[src/hw/rtl/llpq_pkg.sv]
// Shared types for the linked list packet queue: request codes, FSM states, command/status.
package llpq_pkg;

	// request codes carried in a request word
	typedef enum logic [1:0] {
		REQ_START_WRITE  = 2'd0,
		REQ_FINISH_WRITE = 2'd1,
		REQ_START_READ   = 2'd2,
		REQ_FINISH_READ  = 2'd3
	} req_type_t;

	// controller states
	typedef enum logic [2:0] {
		ST_CLEAR,
		ST_IDLE,
		ST_POP,
		ST_LINK,
		ST_FETCH
	} state_t;

	// controller to datapath
	typedef struct packed {
		logic clr_en;       // write one entry of the link memories during the clearing pass
		logic start_pop;    // read free_next at the free head
		logic finish_pop;   // take the popped link, mark the node's queue link empty, post
		logic finish_write; // store payload, link behind tail, post
		logic finish_read;  // push node onto the free list, post
		logic start_link;   // read queue_next at the queue head
		logic start_fetch;  // read payload of the node after the head
		logic finish_fetch; // advance the head, post the payload
		logic post_fail;    // post a failed result
	} cmd_t;

	// datapath to controller
	typedef struct packed {
		req_type_t req_type;
		logic      free_empty; // free head is the end marker
		logic      link_nil;   // node after the head is the end marker
		logic      idx_ok;     // node_index lies inside the pool
		logic      clr_last;   // last entry of the clearing pass
		logic      out_free;   // output register can take a result this cycle
	} status_t;

endpackage

[src/hw/rtl/llpq_ctrl.sv]
// Controller FSM: sequences the pointer memory accesses of each request.
module llpq_ctrl (
	input  logic               clk,
	input  logic               arst_n,
	input  logic               req_valid,
	output logic               req_ready,
	input  llpq_pkg::status_t  status,
	output llpq_pkg::cmd_t     cmd
);
	import llpq_pkg::*;

	state_t state_q;
	state_t state_nx;
	logic   accept;

	assign req_ready = (state_q == ST_IDLE) && status.out_free;
	assign accept    = req_valid && req_ready;

	// state register
	always_ff @(posedge clk or negedge arst_n) begin
		if (!arst_n) begin
			state_q <= ST_CLEAR;
		end else begin
			state_q <= state_nx;
		end
	end

	// next state
	always_comb begin
		state_nx = state_q;
		case (state_q)
			ST_CLEAR: begin
				if (status.clr_last) state_nx = ST_IDLE;
			end
			ST_IDLE: begin
				if (accept) begin
					case (status.req_type)
						REQ_START_WRITE: begin
							if (!status.free_empty) state_nx = ST_POP;
						end
						REQ_START_READ: state_nx = ST_LINK;
						default: state_nx = ST_IDLE;
					endcase
				end
			end
			ST_POP: begin
				if (status.out_free) state_nx = ST_IDLE;
			end
			ST_LINK: begin
				if (!status.link_nil) begin
					state_nx = ST_FETCH;
				end else if (status.out_free) begin
					state_nx = ST_IDLE;
				end
			end
			ST_FETCH: begin
				if (status.out_free) state_nx = ST_IDLE;
			end
			default: state_nx = ST_IDLE;
		endcase
	end

	// commands
	always_comb begin
		cmd = '0;
		case (state_q)
			ST_CLEAR: cmd.clr_en = 1'b1;
			ST_IDLE: begin
				if (accept) begin
					case (status.req_type)
						REQ_START_WRITE: begin
							cmd.start_pop = !status.free_empty;
							cmd.post_fail = status.free_empty;
						end
						REQ_FINISH_WRITE: begin
							cmd.finish_write = status.idx_ok;
							cmd.post_fail    = !status.idx_ok;
						end
						REQ_START_READ: cmd.start_link = 1'b1;
						REQ_FINISH_READ: begin
							cmd.finish_read = status.idx_ok;
							cmd.post_fail   = !status.idx_ok;
						end
						default: cmd = '0;
					endcase
				end
			end
			ST_POP: cmd.finish_pop = status.out_free;
			ST_LINK: begin
				cmd.start_fetch = !status.link_nil;
				cmd.post_fail   = status.link_nil && status.out_free;
			end
			ST_FETCH: cmd.finish_fetch = status.out_free;
			default: cmd = '0;
		endcase
	end
endmodule

[config.mk]
export PLATFORM = sky130hd
export DESIGN_NAME = llpq_ctrl
export DESIGN_NICKNAME = d
export VERILOG_FILES = /design/src/hw/rtl/llpq_pkg.sv /design/src/hw/rtl/llpq_ctrl.sv
export SDC_FILE = /design/constraint.sdc
export NUM_CORES = 1
export LEC_CHECK = 0
export BUFFER_PORTS_ARGS = -buffer_cell sky130_fd_sc_hd__buf_4
export CORE_AREA = 2 2 39 41
export CTS_CLUSTER_DIAMETER = 150
export DETAILED_ROUTE_END_ITERATION = 10
export DIE_AREA = 0 0 41 43
export SKIP_LAST_GASP = 1
export SYNTH_ARGS = -nofsm -noshare
export SYNTH_HDL_FRONTEND = slang
export SYNTH_SLANG_ARGS = --single-unit
[constraint.sdc]
create_clock -name clk -period 1.7 [get_ports clk]
set_input_delay 0.255 -clock clk [delete_from_list [all_inputs] [get_ports clk]]
set_output_delay 0.255 -clock clk [all_outputs]
set_load 0.1 [all_outputs]
* After elaboration in Yosys (flattened, before gate mapping)
Cells that the tools add are included.
** Operators by class
- Eq/ne operators :: 10
- Muxes and demuxes :: 20
- Reduce and logical (&&, ||, !) cells :: 11
** Operators with widths (number)
- two-way mux 3 bit :: 6
- case mux 1 bit (2 select lines) :: 6
- case mux 3 bit (4 select lines) :: 1
- two-way mux 8 bit :: 1
- equality test 3 x 2 -> 1 bit (second input constant) :: 2
- case mux 3 bit (2 select lines) :: 1
- two-way mux 1 bit :: 5
- equality test 2 bit (second input constant) :: 2
- inequality test 2 bit (second input constant) :: 2
- OR reduction 2 bit :: 2
- equality test 3 x 1 -> 1 bit (second input constant) :: 1
- equality test 3 bit (second input constant) :: 1
- logical AND 1 bit :: 3
- zero test 1 bit :: 3
- zero test 3 bit :: 1
- inequality test 3 bit (second input constant) :: 1
- AND reduction 3 bit :: 1
- equality test 2 x 1 -> 1 bit (second input constant) :: 1
- zero test 2 bit :: 1
** Storage, ports and cells
- Flip-flop bits (word level) :: 3
- Input bits :: 10
- Output and inout bits :: 10
- Logic and storage cells :: 42

* Depth between registers and ports, before layout
Gate-level depths: netlist of run 1.
- Depth in word-level cells :: 5
- Gate-level depth with buffers :: 4
- Depth with buffers taken out :: 3

* Worst setup path before layout of run 1
Ideal clock, no wire load.
- Path kind :: register to output
- From :: register state_q[2]
- To :: output port cmd[7] in the netlist's numbering
- Arrival :: 3.680 ns
- Path slack :: -2.235 ns
- Stages on the path, launching flop included :: 5
- Buffers on the path :: 1
- Cells stage by stage :: dfrtp_1 > buf_6 > nor2b_1 > nand3_1 > nor4_1
** RTL lines
- start, declared :: line llpq_ctrl.sv:12 : state_t state_q;
- start signal, assigned :: line llpq_ctrl.sv:24 : state_q <= state_nx;
- end, declared :: line llpq_ctrl.sv:8 : output llpq_pkg::cmd_t cmd

==> reports/qor.csv, run 1 <==
stage,metric,value,unit
pwr,Reg power frac,13.9,%
floorplanning,die span in x,41,µm
sta,skew final,0.003111,ns
routing,drt wl/cell,11.42,µm
finish,layout cells sized above 1,66.67,%
pwr,maximum VDD drop,797.1,µV
synth,top-count cell post-synth,nor2_1,
worst_setup_path,CP Max Fanout,4,
place,RD Place Congestion,0.8198,
pwr,Sw Share,55.53,%
pwr,Clock Power Share,11.6,%
worst_setup_path,R2R setup slack,0.31,ns
pwr,power per cell area,1417,nW/µm²
floorplanning,core area,1384,µm²
synth,post-synthesis cell count,44,
hold_path,Worst Hold Class,in -> reg,
sta,final worst-path cycle share,98.15,%
sta,hold slack,0.2753,ns
routing,DR vias/cell,5.045,
global_route,global route total overflow,0,
clock_tree,CTS tree,built,
pwr,Lkg Pwr,0.3143,nW
global_route,GRT Util Overall,13.97,%
place,pre-CTS setup slack,0.05010,ns
synth,"Seq/Total Area, Yosys",21.98,%
synth,Syn. warnings,0,
sta,slew margin rel.,77.36,%
global_route,antenna violations before repair,0,
synth,leading post-synthesis cells by cell area,"dfrtp_1, nor2_1, a41oi_2",
routing,DR iter-0 viols,10,
worst_setup_path,worst path required time,1.44,ns
sta,minimum clock period,1.669,ns
sta,Worst Slack Setup Final,0.03145,ns
place,HPWL Detailed,800.4,µm
sta,worst slew pin tran,0.3365,ns
clock_tree,H-tree levels,1,
floorplanning,Initial Utilization,24.68,%
synth,number of enable flip-flop cells after synthesis,0,
routing,drt total wl,1.005,mm
global_route,largest net degree at the start of global routing,11,
synth,post-synthesis cell area,341.6,µm²
sta,Final Max Tran Viols,0,
sta,Hold Fails Final Rpt,0,
synth,Synth area leader,dfrtp_1,
synth,"FFs w/ async S/R, synth",100.0,%
floorplanning,Row Count,14,
clock_tree,CTS buffer count,3,
finish,post-route cell area,743.2,µm²
run_status,outcome,"finished, final reports clean",
place,port bufs,19,
finish,Finished Core Util,53.71,%
sta,RSZ-0062 raised after global routing,true,
finish,Area Overhead vs Synth,117.6,%
global_route,first-pass GRT wire length,1.718,mm
floorplanning,IO Pins,20,
clock_tree,Root Driver,clkbuf_4,
flow_run,number of max-cap violations,0,
clock_tree,CTS clock-pin slew for the worst setup and hold paths,0.04,ns
synth,area share of the largest cell type after synthesis,21.98,%
pwr,Logic pwr share,74.5,%
sta,# setup viols final,0,
floorplanning,die area,1763,µm²
clock_tree,worst-case clock buffer depth,2,
synth,Synth cell types,28,
worst_setup_path,CP Launch Type,flip-flop,
finish,Nets,83,
synth,"Avg Cell Area, Syn",7.763,µm²
floorplanning,Die H,43,µm
worst_setup_path,worst-path cell chain,nor2b_4 > a21bo_2 > a21oi_4 > buf_12,
worst_setup_path,Crit path largest cell delay,0.44,ns
place,placed cell area,635.6,µm²
finish,Regs by FF count,state_q (3),
routing,1st-pass router iterations,4,
finish,max reg flops,3,
synth,most frequent cells after synthesis,"nor2_1, nand2_1, dfrtp_1, nor3_1",
routing,total number of vias,444,
finish,Diodes inserted,0,
worst_setup_path,Top delay family on crit path,flip-flops,
worst_setup_path,WP buf/inv,1,
finish,most flop-heavy register,state_q,
synth,Yosys reg bits,3,
clock_tree,clock sinks,3,
sta,fmax,599.3,MHz
routing,final antenna-violating net count,0,
synth,"Top FF cell, synth",dfrtp_1,
worst_setup_path,Setup crit end kind,output port,
global_route,number of global-route vias before repair,411,
worst_setup_path,Arrival @ worst endpoint,1.41,ns
pwr,Internal,0.4684,mW
clock_tree,Worst-Skew Late Latency,0.23,ns
routing,Residual DRC,0,
worst_setup_path,crit path kind,reg -> out,
pwr,total net switching power,0.5850,mW
worst_setup_path,Crit-path slowest cell,dfrtp_2,
synth,Syn Nets,54,
[cell type report]
| class | count | area, µm² |
|---|---|---|
| clock buffers | 4 | 26.28 |
| fillers | 125 | 640.6 |
| inverters | 1 | 3.754 |
| multi-input cells | 37 | 349.1 |
| flip-flops and latches | 3 | 77.57 |
| well taps | 16 | 20.02 |
| repair buffers | 27 | 266.5 |
[path summary, 6_finish.rpt]
check / start / endpoint / cells after the start
hold / removal: status[0] / state_q[2]$_DFFE_PN0P_ / 2
setup / recovery: state_q[1]$_DFFE_PN0P_ / cmd[0] / 4
max in group asynchronous: arst_n / state_q[0]$_DFFE_PN0P_ / 2
setup reg to reg: state_q[0]$_DFFE_PN0P_ / state_q[0]$_DFFE_PN0P_ / 4
min in group asynchronous: arst_n / state_q[1]$_DFFE_PN0P_ / 2
hold reg to reg: state_q[1]$_DFFE_PN0P_ / state_q[2]$_DFFE_PN0P_ / 3
[cells by family after synthesis]
kind of cell,after synthesis,share of synthesized area [%]
simple gates,28,46.52
flops,3,21.98
buf+inv,4,8.057
compound gates,9,23.44
[per-layer routing]
layer / global-route usage, % / wire [µm]
met3: 4.188 / 66
met5: 0 / 0
met1: 19.68 / 446
met2: 18.44 / 483
met4: 7.333 / 8
[what timing repair did]
action	4_1_cts	5_1_grt
setup buffers	1	0
resized for setup	11	6
endpoints found under the hold margin	3	0
setup endpoints to repair	5	8
pin swaps	1	1
hold buffers	1	0
[layout by cell type, fill, tap and decap left out, types with 2 or more instances in the layout]
master	instances
dfrtp_2	2
buf_12	4
nor2_4	2
nor2b_4	2
nand2_1	4
or2b_1	2
buf_4	19
and3_2	2
nor3b_4	2
clkbuf_4	3
buf_6	3
nor2_1	3
[power by group through the flow]
stage	clock (mW)	combinational, mW	sequential [mW]
floorplan	0	0.631	0.111
global placement	0	0.725	0.150
detailed placement	0	0.728	0.148
CTS	0.126	0.772	0.143
global route	0.131	0.832	0.148
finish	0.123	0.785	0.146
[worst reg2reg max path: cells and delay by family, from the launching register on]
kind                   cells  cell delay, ns
flip-flops                 1            0.44
buffers and inverters      1            0.19
AO/OA/AOI/OAI              2            0.44
AND/OR/NAND/NOR            1            0.22
[through the flow]
step / power, mW / TNS, ns / instances
2_1_floorplan: 0.7412 / -0.8150 / 44
3_3_place_gp: 0.8751 / 0 / 82
6_report: 1.053 / 0 / 88
5_1_grt: 1.112 / -0.1184 / 88
4_1_cts: 1.042 / 0 / 88
3_5_place_dp: 0.8758 / 0 / 82
Note: power is estimated with default switching activity, not from simulation.
==> inputs of run 2 (changes only) <==
- HOLD_SLACK_MARGIN: default -> 0.08
- REMOVE_ABC_BUFFERS: default -> 1
- clock period: 1.7 -> 2.1 ns (I/O delays scaled with it)
==> reports/qor.csv, run 2 (synthesis results as in run 1) <==
stage,metric,value,unit,change
run_status,outcome,"finished, final reports clean",,
clock_tree,CTS buffer count,3,,unchanged
clock_tree,H-tree levels,1,,unchanged
finish,Nets,78,,-6.0%
finish,Finished Core Util,38.43,%,-15 points
finish,max reg flops,3,,unchanged
worst_setup_path,worst path required time,1.78,ns,+0.34 ns
worst_setup_path,crit path kind,reg -> out,,
floorplanning,die span in x,41,µm,unchanged
pwr,Logic pwr share,68.8,%,-5.7 points
global_route,met1 Use GR,15.71,%,-4.0 points
finish,layout cells sized above 1,40.30,%,-26 points
routing,drt total wl,904,µm,-10%
worst_setup_path,Setup crit end kind,output port,,
clock_tree,Root Driver,clkbuf_4,,
floorplanning,Row Count,14,,unchanged
finish,post-route cell area,531.8,µm²,-28%
global_route,first-pass GRT wire length,1.545,mm,-10%
sta,minimum clock period,1.901,ns,
place,RD Place Congestion,0.7239,,-12%
place,port bufs,19,,unchanged
pwr,Clock Power Share,14.2,%,+2.6 points
global_route,number of global-route vias before repair,413,,+0.49%
sta,RSZ-0062 raised after global routing,false,,
pwr,Lkg Pwr,0.2433,nW,-23%
pwr,Sw Share,57.69,%,+2.2 points
pwr,Pwr Total,0.7057,mW,-33%
sta,slew margin rel.,76.70,%,-0.65 points
pwr,Reg power frac,17.0,%,+3.1 points
floorplanning,Initial Utilization,24.68,%,unchanged
floorplanning,Die H,43,µm,unchanged
floorplanning,core area,1384,µm²,unchanged
routing,DR iter-0 viols,3,,-7
floorplanning,IO Pins,20,,unchanged
global_route,global route total overflow,0,,unchanged
routing,total number of vias,420,,-5.4%
finish,Regs by FF count,state_q (3),,
hold_path,Worst Hold Class,in -> reg,,
clock_tree,Worst-Skew Late Latency,0.23,ns,about the same
hold_path,WHS Path Cells,2,,unchanged
clock_tree,clock sinks,3,,unchanged
routing,final antenna-violating net count,0,,unchanged
worst_setup_path,cells on worst reg2reg path,4,,unchanged
worst_setup_path,CP Launch Type,flip-flop,,
flow_run,number of max-cap violations,0,,unchanged
routing,Residual DRC,0,,unchanged
finish,"commonest cells after routing, fill and taps aside","buf_4, nor2_1, nand2_1",,
finish,"most common cell after layout, fill and taps aside",buf_4,,
pwr,maximum VDD drop,555.4,µV,-30%
finish,Area Overhead vs Synth,55.68,%,
clock_tree,CTS clock-pin slew for the worst setup and hold paths,0.04,ns,about the same
global_route,met2 Use GR,19.69,%,+1.2 points
pwr,Internal,0.2986,mW,-36%
routing,DR vias/cell,5.060,,+0.29%
sta,fmax,526.0,MHz,
sta,Hold Fails Final Rpt,0,,unchanged
pwr,power per cell area,1327,nW/µm²,-6.4%
finish,Diodes inserted,0,,unchanged
clock_tree,PostCTS Resize Cnt,0,,-11
sta,final setup TNS,0,ns,unchanged
worst_setup_path,Arrival @ worst endpoint,1.59,ns,+0.18 ns
global_route,"Most Used Layer, Global Route",met2,,
sta,skew final,0.004296,ns,+0.001186 ns
global_route,antenna violations before repair,0,,unchanged
global_route,largest net degree at the start of global routing,10,,-1
sta,Final Max Tran Viols,0,,unchanged
place,placed cell area,495.5,µm²,-22%
sta,# setup viols final,0,,unchanged
finish,most flop-heavy register,state_q,,
floorplanning,die area,1763,µm²,unchanged
routing,drt wl/cell,10.89,µm,-4.6%
worst_setup_path,CP Max Fanout,9,,+5
global_route,GRT Util Overall,12.44,%,-1.5 points
pwr,total net switching power,0.4072,mW,-30%
clock_tree,worst-case clock buffer depth,2,,unchanged
sta,worst slew pin tran,0.3487,ns,+0.01220 ns
routing,1st-pass router iterations,3,,-1
global_route,met3 Use GR,3.141,%,-1.0 points
clock_tree,CTS tree,built,,
sta,final worst-path cycle share,90.53,%,
==> run 2: changes by cell type in the layout (fill, tap and decap cells not counted), sizes merged <==
cell,delta
buf,-5
==> run 2: final cells by class <==
cell class | count | area [µm²]
multi-input cells | 37 | 239.0
repair buffers | 22 | 167.7
well taps | 16 | 20.02
inverters | 1 | 3.754
fillers | 158 | 852.1
flip-flops and latches | 3 | 75.07
clock buffers | 4 | 26.28
==> run 2: worst paths after layout <==
| path | end | slack (ns) | start |
|---|---|---|---|
| worst max register to register | state_q[0]$_DFFE_PN0P_ | 0.70 | state_q[0]$_DFFE_PN0P_ |
| worst min register to register | state_q[1]$_DFFE_PN0P_ | 0.60 | state_q[2]$_DFFE_PN0P_ |
| max in group asynchronous | state_q[2]$_DFFE_PN0P_ | 1.59 | arst_n |
| min in group asynchronous | state_q[0]$_DFFE_PN0P_ | 0.41 | arst_n |
| worst max-delay path | cmd[0] | 0.20 | state_q[1]$_DFFE_PN0P_ |
| worst min-delay path | state_q[2]$_DFFE_PN0P_ | 0.32 | status[0] |
==> run 2: critical path, cell delays in order (launching register included) <==
cell and delay [ns]:
dfrtp_1 0.46, nor2b_1 0.21, a21bo_2 0.24, a21oi_1 0.14, buf_4 0.30
==> run 2: stage by stage <==
stage / hold WS [ns] / setup WS, ns / instances
final: 0.3183 / 0.1989 / 83
after detailed placement: 0.1065 / 0.2915 / 78
after global routing: 0.3456 / 0.07095 / 83
after global placement: 0.1052 / 0.2992 / 78
after floorplan: 0.01941 / -1.875 / 41
after CTS: 0.3166 / 0.1812 / 83
==> run 2: layer usage <==
| layer | wire [µm] | vias to the layer above | share of wire (%) |
|---|---|---|---|
| met4 | 8 | 0 | 0.88 |
| met2 | 427 | 11 | 47 |
| met1 | 411 | 195 | 45 |
| li1 | - | 212 | - |
| met3 | 57 | 2 | 6.3 |
| met5 | 0 | - | 0 |
==> run 2: power groups by stage <==
stage | clock [mW] | combinational (mW) | sequential, mW
4_1_cts | 0.103 | 0.490 | 0.119
6_report | 0.100 | 0.486 | 0.120
3_5_place_dp | 0 | 0.486 | 0.120
2_1_floorplan | 0 | 0.367 | 0.120
5_1_grt | 0.110 | 0.519 | 0.124
3_3_place_gp | 0 | 0.486 | 0.119
==> run 2: what timing repair did <==
| action | CTS | global route |
|---|---|---|
| endpoints found under the setup margin | 0 | 0 |
| hold buffers | 1 | 0 |
| hold endpoints to repair | 3 | 0 |
| setup buffers | 0 | 0 |
==> inputs of run 3 (changes only) <==
- clock period: 2.1 -> 1.5 ns (I/O delays scaled with it)
==> reports/qor.csv, run 3 (synthesis results as in run 1) <==
stage,metric,value,unit,change
sta,skew final,0.004464,ns,+0.0001681 ns
pwr,Lkg Pwr,0.3121,nW,+28%
routing,1st-pass router iterations,2,,-1
finish,Multi-input gate area,307.8,µm²,+29%
worst_setup_path,CP Max Fanout,3,,-6
worst_setup_path,worst path required time,1.27,ns,-0.51 ns
sta,Hold Fails Final Rpt,0,,unchanged
worst_setup_path,CP Launch Type,flip-flop,,
finish,Diodes inserted,0,,unchanged
routing,DR iter-0 viols,10,,+7
finish,register area,75.07,µm²,unchanged
sta,worst slew pin tran,0.3485,ns,-0.0002184 ns
place,HPWL Detailed,761.2,µm,
pwr,power per cell area,1672,nW/µm²,+26%
global_route,number of global-route vias before repair,478,,+16%
sta,slew margin rel.,76.55,%,-0.15 points
routing,DR vias/cell,4.956,,-2.1%
clock_tree,Root Driver,clkbuf_4,,
sta,minimum clock period,1.607,ns,
finish,Area Overhead vs Synth,120.1,%,
clock_tree,CTS buffer count,3,,unchanged
sta,# setup viols final,9,,+9
hold_path,Worst Hold Class,in -> reg,,
global_route,largest net degree at the start of global routing,12,,+2
sta,Final Max Tran Viols,0,,unchanged
clock_tree,CTS clock-pin slew for the worst setup and hold paths,0.04,ns,about the same
routing,drt wl/cell,11.76,µm,+8.0%
finish,Regs by FF count,state_q (3),,
sta,hold slack,0.2790,ns,-0.03937 ns
run_status,failing checks,setup timing,,
global_route,first-pass GRT wire length,1.842,mm,+19%
worst_setup_path,crit path kind,reg -> out,,
floorplanning,die span in x,41,µm,unchanged
finish,most flop-heavy register,state_q,,
global_route,GRT Util Overall,15.36,%,+2.9 points
global_route,global route total overflow,0,,unchanged
floorplanning,Die H,43,µm,unchanged
place,RD Place Congestion,0.7977,,+10%
worst_setup_path,Setup crit end kind,output port,,
floorplanning,Initial Utilization,24.68,%,unchanged
floorplanning,die area,1763,µm²,unchanged
sta,Worst Slack Setup Final,-0.1072,ns,-0.3061 ns
global_route,antenna violations before repair,0,,unchanged
routing,total number of vias,451,,+7.4%
finish,fillers,120,,-24%
clock_tree,worst-case clock buffer depth,2,,unchanged
place,pre-CTS setup slack,-0.1077,ns,-0.3992 ns
sta,fmax,622.2,MHz,
clock_tree,H-tree levels,1,,unchanged
finish,"commonest cells after routing, fill and taps aside","buf_4, buf_6, buf_12",,
finish,layout cells sized above 1,61.33,%,+21 points
pwr,maximum VDD drop,935.1,µV,+68%
flow_run,number of max-cap violations,0,,unchanged
finish,max reg flops,3,,unchanged
routing,Residual DRC,0,,unchanged
sta,RSZ-0062 raised after global routing,true,,
sta,final worst-path cycle share,107.1,%,
finish,Nets,86,,+10%
clock_tree,clock sinks,3,,unchanged
run_status,outcome,finished with violations,,
clock_tree,CTS tree,built,,
finish,"most common cell after layout, fill and taps aside",buf_4,,
worst_setup_path,Arrival @ worst endpoint,1.38,ns,-0.21 ns
floorplanning,IO Pins,20,,unchanged
routing,drt total wl,1.070,mm,+18%
clock_tree,Worst-Skew Late Latency,0.24,ns,about the same
floorplanning,Row Count,14,,unchanged
floorplanning,core area,1384,µm²,unchanged
place,port bufs,19,,unchanged
routing,final antenna-violating net count,0,,unchanged
run 3: changes by cell type in the layout (fill, tap and decap cells not counted), sizes merged:
cell,delta
buf,+7
clkbuf,+1
run 3: layout make-up:
class | instances | area share [%]
Multi-Input combinational cell | 37 | 40.93
Clock buffer | 4 | 3.494
Tap cell | 16 | 2.662
Sequential cell | 3 | 9.983
Inverter | 1 | 0.4992
Timing Repair Buffer | 30 | 42.43
run 3: worst max-delay path: stages, from the launching register on:
cell and delay, ns:
dfrtp_1 0.38, nor2b_2 0.17, nand3_1 0.15, nor4_2 0.19
buf_6 0.26
run 3: stage by stage:
| step | utilization (%) | instances | cell area (µm²) | setup TNS (ns) | power, mW |
|---|---|---|---|---|---|
| global route | 54.34 | 91 | 752.0 | -1.223 | 1.321 |
| CTS | 49.46 | 90 | 684.4 | -0.7913 | 1.149 |
| finish | 54.34 | 91 | 752.0 | -0.5257 | 1.257 |
| floorplan | - | 41 | 317.8 | -13.42 | 0.6814 |
| detailed placement | 39.60 | 85 | 548.0 | -0.1077 | 0.8820 |
| global placement | 39.60 | 85 | 548.0 | -0.1001 | 0.8817 |
run 3: final timing paths:
path	startpoint	end	slack, ns	cells past startpoint
worst max-delay path	state_q[1]$_DFFE_PN0P_	cmd[7]	-0.11	4
worst min-delay path	status[1]	state_q[0]$_DFFE_PN0P_	0.28	3
worst max register to register	state_q[0]$_DFFE_PN0P_	state_q[0]$_DFFE_PN0P_	0.17	4
worst min register to register	state_q[2]$_DFFE_PN0P_	state_q[1]$_DFFE_PN0P_	0.66	2
max in group asynchronous	arst_n	state_q[1]$_DFFE_PN0P_	1.10	2
min in group asynchronous	arst_n	state_q[0]$_DFFE_PN0P_	0.30	2
run 3: what timing repair did:
| item | CTS | global route |
|---|---|---|
| endpoints found under the setup margin | 10 | 10 |
| gates resized for setup | 25 | 13 |
| pin swaps | 3 | 3 |
| hold endpoints to repair | 3 | 0 |
| hold buffers | 1 | 0 |
| buffers inserted | 0 | 1 |
run 3: per-layer routing:
| metal | global-route usage (%) | share of wire (%) | up-vias |
|---|---|---|---|
| met1 | 20.90 | 46 | 217 |
| li1 | - | - | 225 |
| met2 | 20.94 | 51 | 9 |
| met3 | 1.571 | 3.4 | 0 |
| met5 | 0 | 0 | - |
| met4 | 12.00 | 0 | 0 |
run 3: report_power, final:
group	leakage, nW	total, mW	internal [mW]	switching (mW)
Clock	0.0150	0.148	0.100	0.0475
Combinational	0.260	0.973	0.378	0.596
Sequential	0.0373	0.136	0.111	0.0255
Total	0.312	1.26	0.589	0.669
